File: src/design/svdbs_pkg.sv
// Package with shared types and constants of the SVD back-substitution block.
package svdbs_pkg;

	localparam int MaxRowsDefault = 16;
	localparam int MaxColsDefault = 16;
	localparam int OutLimit = 16;
	localparam int CfgWidth = 5;

	localparam logic [2:0] ReqLoadU = 3'd0;
	localparam logic [2:0] ReqLoadW = 3'd1;
	localparam logic [2:0] ReqLoadV = 3'd2;
	localparam logic [2:0] ReqLoadB = 3'd3;
	localparam logic [2:0] ReqCompute = 3'd4;

	localparam logic CfgRowCount = 1'b0;
	localparam logic CfgColCount = 1'b1;

	typedef struct packed {
		logic [2:0] req_type;
		logic [3:0] row_index;
		logic [3:0] col_index;
		logic signed [31:0] load_value;
	} in_item_t;

	typedef struct packed {
		logic [3:0] coef_index;
		logic signed [31:0] coef_value;
		logic last_coef;
		logic saturated;
	} out_item_t;

	// Datapath operations issued by the controller.
	typedef enum logic [2:0] {
		OP_NONE,
		OP_CLEAR,
		OP_MAC_U,
		OP_MAC_V,
		OP_DIV_START,
		OP_PROJ_ZERO,
		OP_EMIT
	} dp_op_t;

	typedef struct packed {
		dp_op_t op;
		logic [3:0] col;
		logic [3:0] idx;
		logic last;
	} dp_cmd_t;

	typedef struct packed {
		logic div_done;
		logic w_zero;
	} dp_status_t;

	// Saturating signed 64-bit add.
	function automatic logic [64:0] sat_add64(input logic signed [63:0] a,
			input logic signed [63:0] b);
		logic signed [64:0] s;
		begin
			s = {a[63], a} + {b[63], b};
			if (s[64] != s[63])
				sat_add64 = s[64] ? {1'b1, 1'b1, 63'd0} : {1'b1, 1'b0, {63{1'b1}}};
			else
				sat_add64 = {1'b0, s[63:0]};
		end
	endfunction

endpackage

File: src/design/svdbs_ctrl.sv
// Controller: sequences projection and coefficient passes and the output handshake.
module svdbs_ctrl #(
	parameter int MaxRows = 16,
	parameter int MaxCols = 16
) (
	input logic clk,
	input logic arst_n,
	input logic cfg_we,
	input logic [0:0] cfg_sel,
	input logic [svdbs_pkg::CfgWidth-1:0] cfg_data,
	input logic start,
	input svdbs_pkg::dp_status_t status,
	input logic out_stall,
	output logic busy,
	output logic out_valid,
	output svdbs_pkg::dp_cmd_t cmd
);
	import svdbs_pkg::*;

	localparam int ColLim = (MaxCols < OutLimit) ? MaxCols : OutLimit;

	typedef enum logic [2:0] {
		S_IDLE, S_PCLR, S_PMAC, S_PDIV, S_CCLR, S_CMAC, S_EMIT, S_WAIT
	} state_t;

	state_t state_q;
	logic [4:0] rows_q, cols_q;
	logic [4:0] m, n;
	logic [3:0] col_q, idx_q;
	logic [1:0] drain_q;
	logic out_valid_q;

	// Clamp the register counts to the supported range.
	always_comb begin
		m = (rows_q == 5'd0) ? 5'd1 : (32'(rows_q) > MaxRows ? 5'(MaxRows) : rows_q);
		n = (cols_q == 5'd0) ? 5'd1 : (32'(cols_q) > ColLim ? 5'(ColLim) : cols_q);
	end

	assign busy = state_q != S_IDLE || out_valid_q;
	assign out_valid = out_valid_q;

	// Command to the datapath.
	always_comb begin
		cmd.op = OP_NONE;
		cmd.col = col_q;
		cmd.idx = idx_q;
		cmd.last = 1'b0;
		case (state_q)
			S_PCLR: begin
				cmd.op = status.w_zero ? OP_PROJ_ZERO : OP_CLEAR;
			end
			S_PMAC: begin
				if (drain_q == 2'd0) cmd.op = OP_MAC_U;
			end
			S_PDIV: begin
				if (drain_q == 2'd3) cmd.op = OP_DIV_START;
			end
			S_CCLR: begin
				cmd.op = OP_CLEAR;
			end
			S_CMAC: begin
				if (drain_q == 2'd0) cmd.op = OP_MAC_V;
			end
			S_EMIT: begin
				cmd.op = OP_EMIT;
				cmd.last = 5'(col_q) + 5'd1 == n;
			end
			default: begin
				cmd.op = (state_q == S_IDLE && start) ? OP_CLEAR : OP_NONE;
				cmd.last = 1'b1;
			end
		endcase
	end

	// State register, counters and output valid.
	always_ff @(posedge clk or negedge arst_n) begin
		if (!arst_n) begin
			state_q <= S_IDLE;
			rows_q <= 5'd16;
			cols_q <= 5'd16;
			col_q <= '0;
			idx_q <= '0;
			drain_q <= '0;
			out_valid_q <= 1'b0;
		end else begin
			if (cfg_we && cfg_sel == CfgRowCount) rows_q <= cfg_data;
			if (cfg_we && cfg_sel == CfgColCount) cols_q <= cfg_data;
			if (out_valid_q && !out_stall) out_valid_q <= 1'b0;
			case (state_q)
				S_IDLE: begin
					if (start) begin
						col_q <= '0;
						idx_q <= '0;
						state_q <= S_PCLR;
					end
				end
				S_PCLR: begin
					idx_q <= '0;
					drain_q <= '0;
					state_q <= status.w_zero ? S_PDIV : S_PMAC;
					if (status.w_zero) drain_q <= 2'd1;
				end
				S_PMAC: begin
					if (drain_q != 2'd0) begin
						drain_q <= drain_q + 2'd1;
						if (drain_q == 2'd2) drain_q <= 2'd3;
						if (drain_q == 2'd3) begin
							drain_q <= 2'd3;
							state_q <= S_PDIV;
						end
					end else if (5'(idx_q) + 5'd1 == m) begin
						drain_q <= 2'd1;
					end else begin
						idx_q <= idx_q + 4'd1;
					end
				end
				S_PDIV: begin
					// drain 3 means the divider was started; 1 means skipped.
					if (drain_q == 2'd3) begin
						drain_q <= 2'd2;
					end else if (drain_q == 2'd1 || status.div_done) begin
						if (5'(col_q) + 5'd1 == n) begin
							col_q <= '0;
							state_q <= S_CCLR;
						end else begin
							col_q <= col_q + 4'd1;
							state_q <= S_PCLR;
						end
					end
				end
				S_CCLR: begin
					idx_q <= '0;
					drain_q <= '0;
					state_q <= S_CMAC;
				end
				S_CMAC: begin
					if (drain_q != 2'd0) begin
						drain_q <= drain_q + 2'd1;
						if (drain_q == 2'd3) state_q <= S_WAIT;
					end else if (5'(idx_q) + 5'd1 == n) begin
						drain_q <= 2'd1;
					end else begin
						idx_q <= idx_q + 4'd1;
					end
				end
				S_WAIT: begin
					if (!out_valid_q || !out_stall) state_q <= S_EMIT;
				end
				S_EMIT: begin
					out_valid_q <= 1'b1;
					if (5'(col_q) + 5'd1 == n) begin
						state_q <= S_IDLE;
					end else begin
						col_q <= col_q + 4'd1;
						state_q <= S_CCLR;
					end
				end
				default: state_q <= S_IDLE;
			endcase
		end
	end
endmodule

File: config.mk
export PLATFORM = sky130hd
export DESIGN_NAME = svdbs_ctrl
export DESIGN_NICKNAME = d
export VERILOG_FILES = /design/src/design/svdbs_pkg.sv /design/src/design/svdbs_ctrl.sv
export SDC_FILE = /design/constraint.sdc
export NUM_CORES = 1
export LEC_CHECK = 0
export BUFFER_PORTS_ARGS = -buffer_cell sky130_fd_sc_hd__buf_4
export CORE_MARGIN = 10
export CORE_UTILIZATION = 61
export DETAILED_ROUTE_END_ITERATION = 8
export PLACE_DENSITY = 0.86
export SETUP_SLACK_MARGIN = 0.05
export SLEW_MARGIN = 20
export SYNTH_ARGS = -nofsm -noshare
export SYNTH_HDL_FRONTEND = slang
export SYNTH_SLANG_ARGS = --single-unit
File: constraint.sdc
create_clock -name clk -period 5.8 [get_ports clk]
set_clock_uncertainty 0.05 [all_clocks]
set_input_delay 1.16 -clock clk [delete_from_list [all_inputs] [get_ports clk]]
set_output_delay 1.16 -clock clk [all_outputs]
set_load 0.05 [all_outputs]
==> out/metrics.yaml <==
maxSlewHeadroom: 0.673
cts_tree: "done"
die_area_sq_um: 5540
rr_worst_depth: 7
synth-async-reset-ratio: 1.00
vias: 1554
status: "completed"
clock_path_buffers: 2
path_clk_slew_ps: 130
ant_nets: 0
initial_core_util: 0.644
cts_setup_buffers: 0
whs_path_depth: 1
wl_per_cell_microns: 16.1
nFillCells: 220
r2r-start: "idx_q[0]"
powerDensity_nw_per_um2: 527
clock_latency_ps: 310
crit_start: "col_q[0]"
syn_to_final_growth_pct: 12.5
syn_area_per_cell_sq_um: 9.12
drive_gt1_frac: 0.260
grt-ovfl-total: 0
track_usage: 0.158
r2r_end: "idx_q[1]"
synth_edf_count: 0
crit_type: "reg2out"
num_rows: 19
tightest_slew_ps: 490
cts_root_buf: "clkbuf_4"
synth_top_cell_area_share: 0.305
cts_sinks: 24
io_pins: 27
synth_nets: 216
drv_slew: 0
die_h_microns: 74.4
required_ps: 4590
synth_top_cell_by_area: "dfrtp_1"
finalCriticalPeriod_ps: 3570
ys.flop_type: "dfrtp_1"
postCtsResizedCells: 0
gp_congestion: 0.887
grt_start_max_net_pins: 25
syn_area_sq_um: 1810
finalPower_uw: 1070
ys_seq_area_frac: 0.334
io_buffers: 26
synthTopCellsByCount: "22 x dfrtp_1, 17 x nand2_1, 15 x nor2_1, 12 x a21oi_1, 12 x mux2_2"
timing.final.crit_share: 0.616
drt_wl_total_mm: 4.02
hold_path_class: "reg2reg"
grt_pass1_wl_mm: 7.00
cp.arrival_ps: 2360
viasPerCell: 6.22
yosys.cell_types.count: 54
crit_path_end_kind: "output pin"
fp.coreArea_sq_um: 2810
finalSetupViolCount: 0
rsz0062_at_grt: "no"
num_antenna_cells: 0
tns_ps: 0
cts_buffers: 3
clock.fmax_mhz: 280
synthCells: 198
ys_warn_count: 0
cts_hold_buffers: 0
grt_pass1_vias: 1517
netlist_top_cells_area: "dfrtp_1 30%, mux2_2 7.5%, nand2_1 3.5%"
nNetsFinal: 238
cap_violations: 0
hpwl_mm: 3.14
antenna_found_initial: 0
route.detailed.drc: 0
hp-start: "rows_q[3]"
drtIter0Drc: 160
critPathCapture: "cmd[0]"
rrSetupSlack_ps: 3320
ir_worst_vdd_mv: 0.252
worstPathMaxFanout: 7
yosysMostFrequentCell: "dfrtp_1"
dieWidth_microns: 74.4
ys_seq_elements: 24
p_leak_uw: 0.000912
firstDrtPassIters: 4
postLayoutCoreUtil: 0.725
hold_viol: 0
startpoint_type: "flip-flop"
htree_levels: 1
==> report_power, final <==
group	internal (uW)	switching [uW]
sequential	215	81.1
clock	38.3	49.0
combinational	260	427
total	514	557
==> area by class of cell <==
cell class	count	area, sq um	share of cell area
Clock buffer	4	36.3	0.0178
Timing Repair Buffer	26	195	0.0960
Tap cell	31	38.8	0.0191
Inverter	10	37.5	0.0185
Multi-Input combinational cell	155	1120	0.552
Sequential cell	24	603	0.297
==> per-layer routing <==
| layer | vias up | GRT usage | share of wire |
|---|---|---|---|
| met2 | 41 | 0.276 | 0.52 |
| met1 | 754 | 0.187 | 0.42 |
| met5 | - | 0 | 0 |
| li1 | 757 | - | - |
| met4 | 0 | 0.0504 | 0.0057 |
| met3 | 2 | 0.0372 | 0.057 |
==> worst max-delay path, cell delays in order (launching register included) <==
cell	delay [ps]
dfrtp_1	460
ha_1	360
xor2_1	150
nor2_1	110
a31oi_1	80
nor4_4	470
nor2_1	70
o21ai_1	140
buf_4	210
==> placed cells by master, fill, tap and decap left out, types with 2 or more instances in the layout <==
master	synthesis	final
o21ai_1	8	8
nand2b_1	6	6
nand3b_1	2	2
clkbuf_4	0	3
dfstp_2	2	2
ha_1	5	5
dfrtp_1	22	22
nor3b_1	2	2
nor2_1	15	15
a21o_1	3	3
nor4_4	2	2
nand3_1	3	3
o211a_1	2	2
inv_2	3	3
nand2_1	17	17
o22ai_1	2	2
nor2b_1	7	7
and3_1	3	3
buf_4	0	26
a221oi_1	3	3
inv_1	7	7
or4_1	2	2
o211ai_1	3	3
mux2_2	12	12
xor2_1	4	4
a31oi_1	3	3
xnor3_1	2	2
xnor2_1	4	4
a22o_1	2	2
a21oi_1	12	12
o21ai_0	9	9
==> through the flow <==
step           cells  worst slack (ps)  instance area, sq um  hold slack [ps]
2_1_floorplan    198              2050                  1810              431
3_3_place_gp     246              2500                  2000              448
3_5_place_dp     246              2470                  2000              462
4_1_cts          250              2220                  2030              492
5_1_grt          250              1990                  2030              508
6_report         250              2230                  2030              485
==> kinds of logic (layout without fill, tap and decap cells) <==
logic type / after synthesis / in the layout / synth area share
compound gates: 58 / 58 / 0.217
xor+xnor: 10 / 10 / 0.0637
fa+ha+maj: 5 / 5 / 0.0346
buf+inv: 19 / 40 / 0.0450
flops: 24 / 24 / 0.334
mux: 14 / 14 / 0.0866
simple gates: 68 / 68 / 0.219
==> registers in the layout, summed over array words and instances, names as in the netlist <==
register,count
cols_q,5
drain_q,2
rows_q,5
idx_q,4
out_valid,1
col_q,4
state_q,3
==> how the worst min path moves through the flow <==
stage / slack, ps / endpoint
floorplan: 430 / cols_q[0]
global placement: 450 / cols_q[0]
detailed placement: 460 / cols_q[0]
CTS: 490 / cols_q[0]
global route: 510 / rows_q[2]
finish: 490 / rows_q[3]
(Power assumes the default switching activity.)
